<file path="src/hdl/spq_pkg.sv">
package spq_pkg;

	// queue depth and derived widths
	localparam int CAPACITY = 64;
	localparam int CNT_W    = $clog2(CAPACITY + 1);
	localparam int DATA_W   = 32;

	// result status codes
	localparam logic [1:0] STS_INSERTED = 2'd0;
	localparam logic [1:0] STS_POPPED   = 2'd1;
	localparam logic [1:0] STS_EMPTY    = 2'd2;
	localparam logic [1:0] STS_DROPPED  = 2'd3;

	// operation codes of the kind field
	localparam logic KIND_INSERT = 1'b0;
	localparam logic KIND_POP    = 1'b1;

	// commands from controller to datapath
	typedef struct packed {
		logic insert;
		logic pop;
	} spq_cmd_t;

	// status from datapath to controller
	typedef struct packed {
		logic full;
		logic empty;
	} spq_stat_t;

endpackage

</file>
<file path="src/hdl/spq_ctrl.sv">
module spq_ctrl import spq_pkg::*; (
	input  logic                     clk,
	input  logic                     arst_n,
	input  logic                     start,
	input  logic                     kind,
	output logic                     busy,
	output spq_cmd_t                 cmd,
	input  spq_stat_t                stat,
	input  logic signed [DATA_W-1:0] head_value,
	output logic                     strobe,
	output logic signed [DATA_W-1:0] popped_value,
	output logic [1:0]               status
);

	typedef enum logic [1:0] {
		ST_RESET = 2'b01,
		ST_READY = 2'b10
	} state_t;

	state_t                   state_q;
	logic                     accept;
	logic                     strobe_q;
	logic signed [DATA_W-1:0] value_q;
	logic [1:0]               status_q;

	// busy only in the cycle right after reset
	assign busy   = (state_q != ST_READY);
	assign accept = start && !busy;

	// decode the accepted word into datapath commands
	assign cmd.insert = accept && (kind == KIND_INSERT) && !stat.full;
	assign cmd.pop    = accept && (kind == KIND_POP) && !stat.empty;

	always_ff @(posedge clk or negedge arst_n) begin
		if (!arst_n) begin
			state_q  <= ST_RESET;
			strobe_q <= 1'b0;
		end else begin
			strobe_q <= accept;
			case (state_q)
				ST_RESET: state_q <= ST_READY;
				ST_READY: state_q <= ST_READY;
				default:  state_q <= ST_RESET;
			endcase
		end
	end

	// result word
	always_ff @(posedge clk) begin
		if (accept) begin
			if (kind == KIND_INSERT) begin
				value_q  <= '0;
				status_q <= stat.full ? STS_DROPPED : STS_INSERTED;
			end else if (stat.empty) begin
				value_q  <= -DATA_W'(1);
				status_q <= STS_EMPTY;
			end else begin
				value_q  <= head_value;
				status_q <= STS_POPPED;
			end
		end
	end

	assign strobe       = strobe_q;
	assign popped_value = value_q;
	assign status       = status_q;

endmodule

</file>
<file path="config.mk">
export PLATFORM = sky130hd
export DESIGN_NAME = spq_ctrl
export DESIGN_NICKNAME = d
export VERILOG_FILES = /design/src/hdl/spq_pkg.sv /design/src/hdl/spq_ctrl.sv
export SDC_FILE = /design/constraint.sdc
export NUM_CORES = 1
export LEC_CHECK = 0
export BUFFER_PORTS_ARGS = -buffer_cell sky130_fd_sc_hd__buf_2
export CAP_MARGIN = 20
export CORE_MARGIN = 8
export CORE_UTILIZATION = 31
export CTS_CLUSTER_SIZE = 14
export DETAILED_ROUTE_END_ITERATION = 10
export HOLD_SLACK_MARGIN = 0.03
export PLACE_DENSITY_LB_ADDON = 0.1
export SLEW_MARGIN = 15
export SYNTH_ARGS = -nofsm -noshare
export SYNTH_HDL_FRONTEND = slang
export SYNTH_SLANG_ARGS = --single-unit
</file>
<file path="constraint.sdc">
create_clock -name clk -period 2.7 [get_ports clk]
set_clock_uncertainty 0.2 [all_clocks]
set_input_delay 0.54 -clock clk [delete_from_list [all_inputs] [get_ports clk]]
set_output_delay 0.54 -clock clk [all_outputs]
set_load 0.05 [all_outputs]
</file>
## Yosys cells after proc, flatten, opt, wreduce, memory -nomap -nowiden

Index checks and enable logic that the tools add are counted.

- Bits of input ports: 38
- Logic and storage cells: 22
- Output and inout port bits: 38
- Register bits after elaboration: 37

- Bitwise logic cells: 1
- Eq/ne operators: 3
- Mux-type cells: 5
- Reductions and logical operators: 9

Operators by type and width:

| kind | number |
|---|---|
| $mux W32 | 1 |
| $mux W2 | 4 |
| $logic_and A1 B1 Y1 | 5 |
| $logic_not A1 Y1 | 3 |
| $eq A2 B1 Y1 const B | 1 |
| $eq A2 B2 Y1 const B | 1 |
| $ne A2 B2 Y1 const B | 1 |
| $reduce_or A2 Y1 | 1 |
| $not A1 Y1 | 1 |

## Longest topological paths before layout

Gate-level depths: netlist of run 1.

- Word-level depth: 5
- Mapped depth: 4
- Depth with buffers taken out: 4

## Least setup slack after synthesis of run 1

Ideal clock, no wire load.

- Kind: input -> output
- Start point: input kind
- End point: output cmd[1] in the netlist's numbering
- Setup slack: 171 ps
- Stages on the path: 2
- Data required time: 1960 ps
- Buffers on the path: 1
- Data arrival time: 1789 ps
- Cell sequence: buf_4 nor3_1

RTL lines:

| item | RTL line | source |
|---|---|---|
| start, declared | spq_ctrl.sv:5 | `input logic kind,` |
| end, declared | spq_ctrl.sv:7 | `output spq_cmd_t cmd,` |

==> results of run 1 <==
-- synthesized netlist by cell type (all sizes together) --
| cell | n |
|---|---|
| edfxtp | 34 |
| o21a | 32 |
| buf | 8 |
| inv | 4 |
| nand2 | 4 |
| dfrtp | 2 |
| nand2b | 2 |
| dfstp | 1 |
| ha | 1 |
| nor2 | 1 |
| nor3 | 1 |
-- power by group --
group,internal [mW],switching (mW)
clock,0.174,0.176
sequential,0.662,0.00612
combinational,0.0624,0.158
total,0.898,0.341
-- critical path, stage by stage, from the launching register on --
cell,delay (ps)
sky130_fd_sc_hd__dfstp_2,510
sky130_fd_sc_hd__inv_1,30
sky130_fd_sc_hd__ha_1,190
sky130_fd_sc_hd__nand2_1,90
sky130_fd_sc_hd__nor3_1,50
sky130_fd_sc_hd__buf_2,220
-- layer usage --
metal  GRT usage  up-vias  share of wire
li1            -      483              -
met2       0.149       48           0.47
met3      0.0573        5           0.12
met1      0.0945      450           0.39
met4      0.0334        0          0.012
met5           0        -              0
-- state kept, by name (all words and copies together), names as in the netlist --
| signal | cells |
|---|---|
| state_q | 2 |
| strobe | 1 |
| popped_value | 32 |
| status | 2 |
-- path summary, 6_finish.rpt --
kind	startpoint	to	cells past startpoint
max	state_q[0]	cmd[1]	5
min	state_q[1]	state_q[0]	1
max reg2reg	state_q[0]	popped_value[18]	5
min reg2reg	state_q[1]	state_q[0]	1
max in group asynchronous	arst_n	state_q[0]	2
min in group asynchronous	arst_n	state_q[1]	2
-- metrics by stage --
stage	hold WS, ps	std cells	utilization
2_1_floorplan	44.4	90	-
3_3_place_gp	133	215	0.399
3_5_place_dp	136	215	0.399
4_1_cts	310	223	0.418
5_1_grt	315	223	0.418
6_report	307	223	0.418
-- kinds of logic after synthesis --
family	count (synthesis)	share of synthesized area
buffers and inverters	12	0.0751
adders and majority gates	1	0.00835
and+or+nand+nor	8	0.0242
AOI/OAI and AO/OA	32	0.160
DFF	37	0.732
-- cell type report --
type	count	share of cell area
multi-input cells	41	0.147
clock inverters	1	0.00191
clock buffers	6	0.0370
inverters	4	0.00766
flip-flops and latches	37	0.560
repair buffers	80	0.212
well taps	54	0.0345
==> summary.txt, run 1 <==
share of the clock period used by the worst path -> 0.786
starting utilization of the core area -> 0.319
gr ovfl total -> 0
Routed Antenna Nets -> 0
gate count after technology mapping -> 90
Power Density -> 632 nW/um^2
wire length of the first global-routing pass -> 5110 um
overall power consumption -> 1.24 mW
final routed wirelength across all metal layers -> 3310 um
post-cts hold buffer count -> 1
footprint of the multi-input gates -> 289 um^2
sequential cell area -> 1100 um^2
pins over their slew limit -> 0
status -> complete, no violations
post-route worst setup slack -> 577 ps
sort of element at the start of the critical path -> register
area of the placeable core -> 4690 um^2
CTS tree -> done
Final setup viols -> 0
number of rows created at floorplan -> 25
maximum number of pins on one net before global-route repair -> 34
Ys Warns -> 0
DRC violation total after the first TritonRoute iteration -> 35
achievable clock frequency -> 471 MHz
type of the most critical hold path -> register to register
CTS H-Tree Depth -> 2
area of placed instances -> 1870 um^2
most common cell after layout, fill and taps aside -> sky130_fd_sc_hd__buf_2
netlist area before placement -> 1500 um^2
maximum resistive drop on vdd -> 328 uV
clock transition at the register clock pins on the worst setup and hold paths after CTS -> 70 ps
Lkg Pwr -> 0.862 nW
detailed placement HPWL -> 2490 um
crit-path max FO -> 3
WP data required -> 1960 ps
Sink Count -> 37
total inserted antenna cells -> 0
setup repair after global routing missed its margin -> no
die area -> 7320 um^2
headroom to the max-slew limit -> 0.774
post-detailed-route DRC marker count -> 0
distinct cell type count of the synthesized netlist -> 13
top post-synthesis cells by area -> sky130_fd_sc_hd__edfxtp_1 68%, sky130_fd_sc_hd__o21a_1 16%, sky130_fd_sc_hd__dfrtp_1 3.3%
per-cell via count in the routed design -> 4.42
transition at the pin with the smallest max-transition slack -> 339 ps
sequential area share after synthesis -> 0.732
critical path start-end classification -> register to output pin
via count of the first global-routing pass -> 1042
latest clock arrival within the worst-skew pair -> 280 ps
clk buf depth -> 2
clock buffer count from CTS -> 5
r2r setup slk -> 1130 ps
number of register bits inferred by synthesis -> 37
Critical Path Sink Type -> output pin
syn_nets -> 129
endpoints failing hold -> 0
count of boundary I/O pins -> 76
Initial DRT Pass Iterations -> 4
Post-CTS Repair Setup Buffers -> 0
library cell with the largest summed area after synthesis -> sky130_fd_sc_hd__edfxtp_1
horizontal die dimension -> 85.5 um
wire length per cell -> 14.9 um
design area -> 1960 um^2
antenna violations before repair -> 0
Buffers on Ports -> 75
leading cell types in the layout, fill and taps excluded -> 75 x sky130_fd_sc_hd__buf_2, 34 x sky130_fd_sc_hd__edfxtp_1, 32 x sky130_fd_sc_hd__o21a_1
# fillers -> 475
global-route total usage across every layer -> 0.0919
max_cap viols -> 0
minimum setup slack after placement -> 663 ps
nets@finish -> 208
data arrival at the endpoint of the critical path -> 1380 ps
accumulated negative setup slack -> 0 ps
Routability Congestion -> 0.623
post-cts repair resize count -> 0
min cycle time layout -> 2120 ps
number of vias in the routed layout -> 986
top-area cell type share of the netlist area -> 0.681
post-synthesis area per instance -> 16.7 um^2
clock root buffer master -> sky130_fd_sc_hd__clkbuf_8
proportion of layout cells with a drive suffix above 1 -> 0.503
DIE HEIGHT -> 85.5 um
area delta synth->final -> 30.8%
Note: power is estimated with default switching activity, not from simulation.
==> run 2, diff against run 1 <==
clock period = 1.9 ns   (was 2.7 ns; I/O delays follow)
==> summary.txt, run 2 (same netlist as run 1, synthesis figures left out) <==
most common cell after layout, fill and taps aside -> sky130_fd_sc_hd__buf_2 (unchanged)
number of flip-flops in the largest register -> 32 (unchanged)
CTS tree -> done (unchanged)
area of the placeable core -> 4690 um^2 (unchanged)
Buffers on Ports -> 75 (unchanged)
clock buffer count from CTS -> 5 (unchanged)
achievable clock frequency -> 543 MHz
status -> complete, no violations (unchanged)
total inserted antenna cells -> 0 (unchanged)
endpoints failing hold -> 0 (unchanged)
wire length of the first global-routing pass -> 5530 um (was 5110 um)
overall power consumption -> 1.78 mW (was 1.24 mW)
Sink Count -> 37 (unchanged)
DIE HEIGHT -> 85.5 um (unchanged)
final routed wirelength across all metal layers -> 3440 um (was 3310 um)
utilization after layout -> 0.435 (was 0.418)
gr ovfl total -> 0 (unchanged)
clock transition at the register clock pins on the worst setup and hold paths after CTS -> 70 ps (about the same)
Lkg Pwr -> 0.890 nW (was 0.862 nW)
CTS H-Tree Depth -> 2 (unchanged)
clk buf depth -> 2 (unchanged)
antenna violations before repair -> 0 (unchanged)
clock root buffer master -> sky130_fd_sc_hd__clkbuf_8 (unchanged)
area delta synth->final -> 36.3% (was 30.8%)
type of the most critical hold path -> input port to register (was register to register)
Max stage delay on crit path -> 520 ps (was 510 ps)
die area -> 7320 um^2 (unchanged)
headroom to the max-slew limit -> 0.777 (was 0.774)
sort of element at the start of the critical path -> register (unchanged)
min cycle time layout -> 1840 ps
Power Density -> 871 nW/um^2 (was 632 nW/um^2)
Final setup viols -> 0 (unchanged)
transition at the pin with the smallest max-transition slack -> 334 ps (was 339 ps)
crit-path max FO -> 3 (unchanged)
Critical Path Sink Type -> output pin (unchanged)
count of boundary I/O pins -> 76 (unchanged)
Routed Antenna Nets -> 0 (unchanged)
leading cell types in the layout, fill and taps excluded -> 72 x sky130_fd_sc_hd__buf_2, 34 x sky130_fd_sc_hd__edfxtp_1, 32 x sky130_fd_sc_hd__o21a_1 (was 75 x sky130_fd_sc_hd__buf_2, 34 x sky130_fd_sc_hd__edfxtp_1, 32 x sky130_fd_sc_hd__o21a_1)
WP data required -> 1320 ps (was 1960 ps)
DRC violation total after the first TritonRoute iteration -> 51 (was 35)
via count of the first global-routing pass -> 1089 (was 1042)
cell type of the slowest stage on the worst timing path -> sky130_fd_sc_hd__dfstp_2 (unchanged)
proportion of layout cells with a drive suffix above 1 -> 0.547 (was 0.503)
setup repair after global routing missed its margin -> no (unchanged)
number of vias in the routed layout -> 993 (was 986)
horizontal die dimension -> 85.5 um (unchanged)
maximum number of pins on one net before global-route repair -> 34 (unchanged)
share of the clock period used by the worst path -> 0.969
latest clock arrival within the worst-skew pair -> 270 ps (was 280 ps)
CP Buf/Inv Count -> 2 (unchanged)
kind of cell with the highest combined delay on the critical path -> flip-flops (unchanged)
detailed placement HPWL -> 2560 um (was 2490 um)
accumulated negative setup slack -> 0 ps (unchanged)
data arrival at the endpoint of the critical path -> 1260 ps (was 1380 ps)
nets@finish -> 210 (was 208)
pins over their slew limit -> 0 (unchanged)
max_cap viols -> 0 (unchanged)
post-detailed-route DRC marker count -> 0 (unchanged)
critical path start-end classification -> register to output pin (unchanged)
crit-path cells -> inv_2, ha_4, nand2_4, nor3_4, buf_6 (was inv_1, ha_1, nand2_1, nor3_1, buf_2)
per-cell via count in the routed design -> 4.39 (was 4.42)
Routability Congestion -> 0.637 (was 0.623)
maximum resistive drop on vdd -> 392 uV (was 328 uV)
global-route total usage across every layer -> 0.0982 (was 0.0919)
starting utilization of the core area -> 0.319 (unchanged)
Initial DRT Pass Iterations -> 4 (unchanged)
wire length per cell -> 15.2 um (was 14.9 um)
number of rows created at floorplan -> 25 (unchanged)
==> run 2: cell count changes in the layout (fill, tap and decap cells not counted), sizes merged <==
| cell | previous run | this run |
|---|---|---|
| buf | 79 | 81 |
| clkinv | 1 | 2 |
==> run 2: repair_timing <==
| item | 4_1_cts | 5_1_grt |
|---|---|---|
| endpoints found under the setup margin | 3 | 2 |
| gates resized for setup | 7 | 5 |
| hold buffers | 1 | 0 |
| pin swaps | 1 | 3 |
| setup buffers | 1 | 1 |
| hold endpoints to repair | 3 | 0 |
==> run 2: layout make-up <==
type | instances | area [um^2]
multi-input cells | 41 | 323
repair buffers | 82 | 458
clock inverters | 2 | 10.0
clock buffers | 6 | 72.6
well taps | 54 | 67.6
fillers | 444 | 2650
flip-flops and latches | 37 | 1100
inverters | 4 | 15.0
==> run 2: per-layer routing <==
metal  GRT usage  up-vias  part of all wire
met5           0        -                 0
met4      0.0334        0            0.0087
met3      0.0564        4              0.12
met2       0.162       48              0.48
met1       0.102      454              0.39
li1            -      487                 -
==> run 2: worst paths after layout <==
check                                    start               end  slack (ps)  depth (start not counted)
worst min-delay path            head_value[14]  popped_value[14]         170                          2
worst max-delay path                state_q[0]            cmd[1]          60                          5
max in group asynchronous               arst_n        state_q[0]        1070                          2
min in group asynchronous               arst_n        state_q[1]         240                          2
worst max register to register      state_q[0]   popped_value[2]         180                          7
worst min register to register      state_q[1]        state_q[0]         340                          1
==> run 2: worst register-to-register path, cell delays in order (launching register included) <==
cell	delay [ps]
sky130_fd_sc_hd__dfstp_2	370
sky130_fd_sc_hd__inv_2	50
sky130_fd_sc_hd__ha_4	130
sky130_fd_sc_hd__nand2_4	60
sky130_fd_sc_hd__buf_4	130
sky130_fd_sc_hd__buf_4	120
sky130_fd_sc_hd__inv_1	100
sky130_fd_sc_hd__buf_4	250
==> run 2: where the power goes <==
group	total (mW)	internal (mW)	switching, mW	leakage [nW]
combinational	0.326	0.0976	0.229	0.469
sequential	0.950	0.940	0.00940	0.375
clock	0.504	0.254	0.250	0.0450
total	1.78	1.29	0.488	0.890
==> run 2: stage by stage <==
stage | setup WS (ps) | cell area (um^2) | hold slack (ps) | cells
final | 59.1 | 2040 | 169 | 226
after global routing | 1.20 | 2040 | 150 | 226
after CTS | 8.93 | 2010 | 158 | 225
after detailed placement | 221 | 1890 | -20.3 | 215
after global placement | 232 | 1890 | -23.0 | 215
after floorplan | 0.261 | 1500 | -116 | 90
==> run 3, diff against run 2 <==
CORE_ASPECT_RATIO = 1.25   (was not set)
==> summary.txt, run 3 (same netlist as run 1, synthesis figures left out) <==
status -> complete, no violations (unchanged)
share of the clock period used by the worst path -> 0.973 (was 0.969)
sort of element at the start of the critical path -> register (unchanged)
crit-path max FO -> 3 (unchanged)
Routed Antenna Nets -> 0 (unchanged)
total inserted antenna cells -> 0 (unchanged)
Final Hold Slack -> 171 ps (was 169 ps)
footprint of the multi-input gates -> 317 um^2 (was 323 um^2)
DRC violation total after the first TritonRoute iteration -> 45 (was 51)
latest clock arrival within the worst-skew pair -> 280 ps (was 270 ps)
minimum setup slack after placement -> 201 ps (was 221 ps)
headroom to the max-slew limit -> 0.786 (was 0.777)
final routed wirelength across all metal layers -> 3330 um (was 3440 um)
clk buf depth -> 2 (unchanged)
combinational power share -> 0.183 (about the same)
reg-to-reg critical path startpoint -> state_q[0] (unchanged)
transition at the pin with the smallest max-transition slack -> 320 ps (was 334 ps)
post-detailed-route DRC marker count -> 0 (unchanged)
DIE HEIGHT -> 93.7 um (was 85.5 um)
WP data required -> 1320 ps (about the same)
antenna violations before repair -> 0 (unchanged)
portion of total power attributed to the clock network -> 0.277 (was 0.283)
design area -> 2030 um^2 (was 2040 um^2)
clock root buffer master -> sky130_fd_sc_hd__clkbuf_8 (unchanged)
Final setup viols -> 0 (unchanged)
endpoints failing hold -> 0 (unchanged)
min cycle time layout -> 1850 ps (was 1840 ps)
Initial DRT Pass Iterations -> 3 (was 4)
CTS tree -> done (unchanged)
number of vias in the routed layout -> 982 (was 993)
Final Instance Count excl. Fillers -> 231 (was 226)
area of placed instances -> 1890 um^2 (about the same)
Buffers on Ports -> 75 (unchanged)
capturing point of the worst reg2reg path -> popped_value[19] (was popped_value[2])
accumulated negative setup slack -> 0 ps (unchanged)
pins over their slew limit -> 0 (unchanged)
end point of the critical path -> cmd[1] (unchanged)
Routability Congestion -> 0.730 (was 0.637)
Critical Path Sink Type -> output pin (unchanged)
switching component of the power -> 477 uW (was 488 uW)
Placed Instances -> 222 (was 215)
most common cell after layout, fill and taps aside -> sky130_fd_sc_hd__buf_2 (unchanged)
post-route worst setup slack -> 51.9 ps (was 59.1 ps)
number of cells on the worst hold path -> 2 (unchanged)
Lkg Pwr -> 0.876 nW (was 0.890 nW)
wire length per cell -> 14.4 um (was 15.2 um)
Sink Count -> 37 (unchanged)
maximum resistive drop on vdd -> 423 uV (was 392 uV)
starting utilization of the core area -> 0.319 (about the same)
type of the most critical hold path -> input port to register (unchanged)
wire length of the first global-routing pass -> 5180 um (was 5530 um)
cell-internal power -> 1.28 mW (was 1.29 mW)
Power Density -> 868 nW/um^2 (was 871 nW/um^2)
global-route total usage across every layer -> 0.0926 (was 0.0982)
number of rows created at floorplan -> 28 (was 25)
clock transition at the register clock pins on the worst setup and hold paths after CTS -> 70 ps (about the same)
nets@finish -> 210 (unchanged)
die area -> 7330 um^2 (was 7320 um^2)
launch point of the critical path -> state_q[0] (unchanged)
max_cap viols -> 0 (unchanged)
gr ovfl total -> 0 (unchanged)
proportion of layout cells with a drive suffix above 1 -> 0.538 (was 0.547)
maximum number of pins on one net before global-route repair -> 34 (unchanged)
Flop pwr share -> 0.539 (was 0.534)
achievable clock frequency -> 541 MHz (was 543 MHz)
via count of the first global-routing pass -> 1051 (was 1089)
leading cell types in the layout, fill and taps excluded -> 72 x sky130_fd_sc_hd__buf_2, 34 x sky130_fd_sc_hd__edfxtp_1, 32 x sky130_fd_sc_hd__o21a_1 (unchanged)
area delta synth->final -> 35.1% (was 36.3%)
data arrival at the endpoint of the critical path -> 1270 ps (was 1260 ps)
detailed placement HPWL -> 2560 um (about the same)
area of the placeable core -> 4690 um^2 (about the same)
switching share of power -> 0.271 (was 0.274)
CTS H-Tree Depth -> 2 (unchanged)
setup repair after global routing missed its margin -> no (unchanged)
clock buffer count from CTS -> 5 (unchanged)
r2r setup slk -> 300 ps (was 180 ps)
# fillers -> 474 (was 444)
count of boundary I/O pins -> 76 (unchanged)
worst reg2reg path depth -> 6 (was 7)
per-cell via count in the routed design -> 4.25 (was 4.39)
number of flip-flops in the largest register -> 32 (unchanged)
critical path start-end classification -> register to output pin (unchanged)
sequential cell area -> 1100 um^2 (unchanged)
horizontal die dimension -> 78.2 um (was 85.5 um)
[run 3: layout make-up]
cell class	instances	share of cell area
Sequential cell	37	0.542
Timing Repair Buffer	82	0.220
Multi-Input combinational cell	41	0.156
Tap cell	60	0.0371
Clock buffer	6	0.0358
Inverter	4	0.00741
Clock inverter	1	0.00185
[run 3: metrics by stage]
stage | utilization | total power [mW]
final | 0.432 | 1.76
after global routing | 0.432 | 1.84
after CTS | 0.428 | 1.78
after detailed placement | 0.404 | 1.29
after global placement | 0.404 | 1.28
after floorplan | - | 1.20
[run 3: what timing repair did]
| action | 4_1_cts | 5_1_grt |
|---|---|---|
| gates resized for setup | 8 | 3 |
| pin swaps | 2 | 1 |
| endpoints found under the hold margin | 3 | 0 |
| buffers inserted | 1 | 0 |
| endpoints found under the setup margin | 3 | 2 |
| hold buffers | 1 | 0 |
[run 3: power by group through the flow]
stage                     clock, mW  combinational, mW  sequential, mW
after floorplan                   0             0.0900            1.11
after global placement            0              0.317           0.966
after detailed placement          0              0.320           0.966
after CTS                     0.507              0.327           0.949
after global routing          0.541              0.344           0.952
final                         0.488              0.322           0.949
[run 3: metal layers]
metal	vias up	routed length, um	global-route usage
met5	-	0	0
met4	0	55	0.0418
met3	5	450	0.0680
met2	49	1530	0.142
met1	442	1300	0.0926
li1	486	-	-
[run 3: worst min-delay path by stage]
stage                       endpoint           start  slack [ps]
finish               popped_value[5]   head_value[5]         170
global route        popped_value[16]  head_value[16]         160
CTS                 popped_value[12]  head_value[12]         160
detailed placement            strobe          arst_n         -20
global placement              strobe          arst_n         -20
floorplan                 state_q[1]          arst_n        -120
[run 3: worst max-delay path: stages (launching register included)]
cell                      delay, ps
sky130_fd_sc_hd__dfstp_2        530
sky130_fd_sc_hd__inv_2           40
sky130_fd_sc_hd__ha_4           150
sky130_fd_sc_hd__nand2_4         70
sky130_fd_sc_hd__nor3_2          50
sky130_fd_sc_hd__buf_6          150
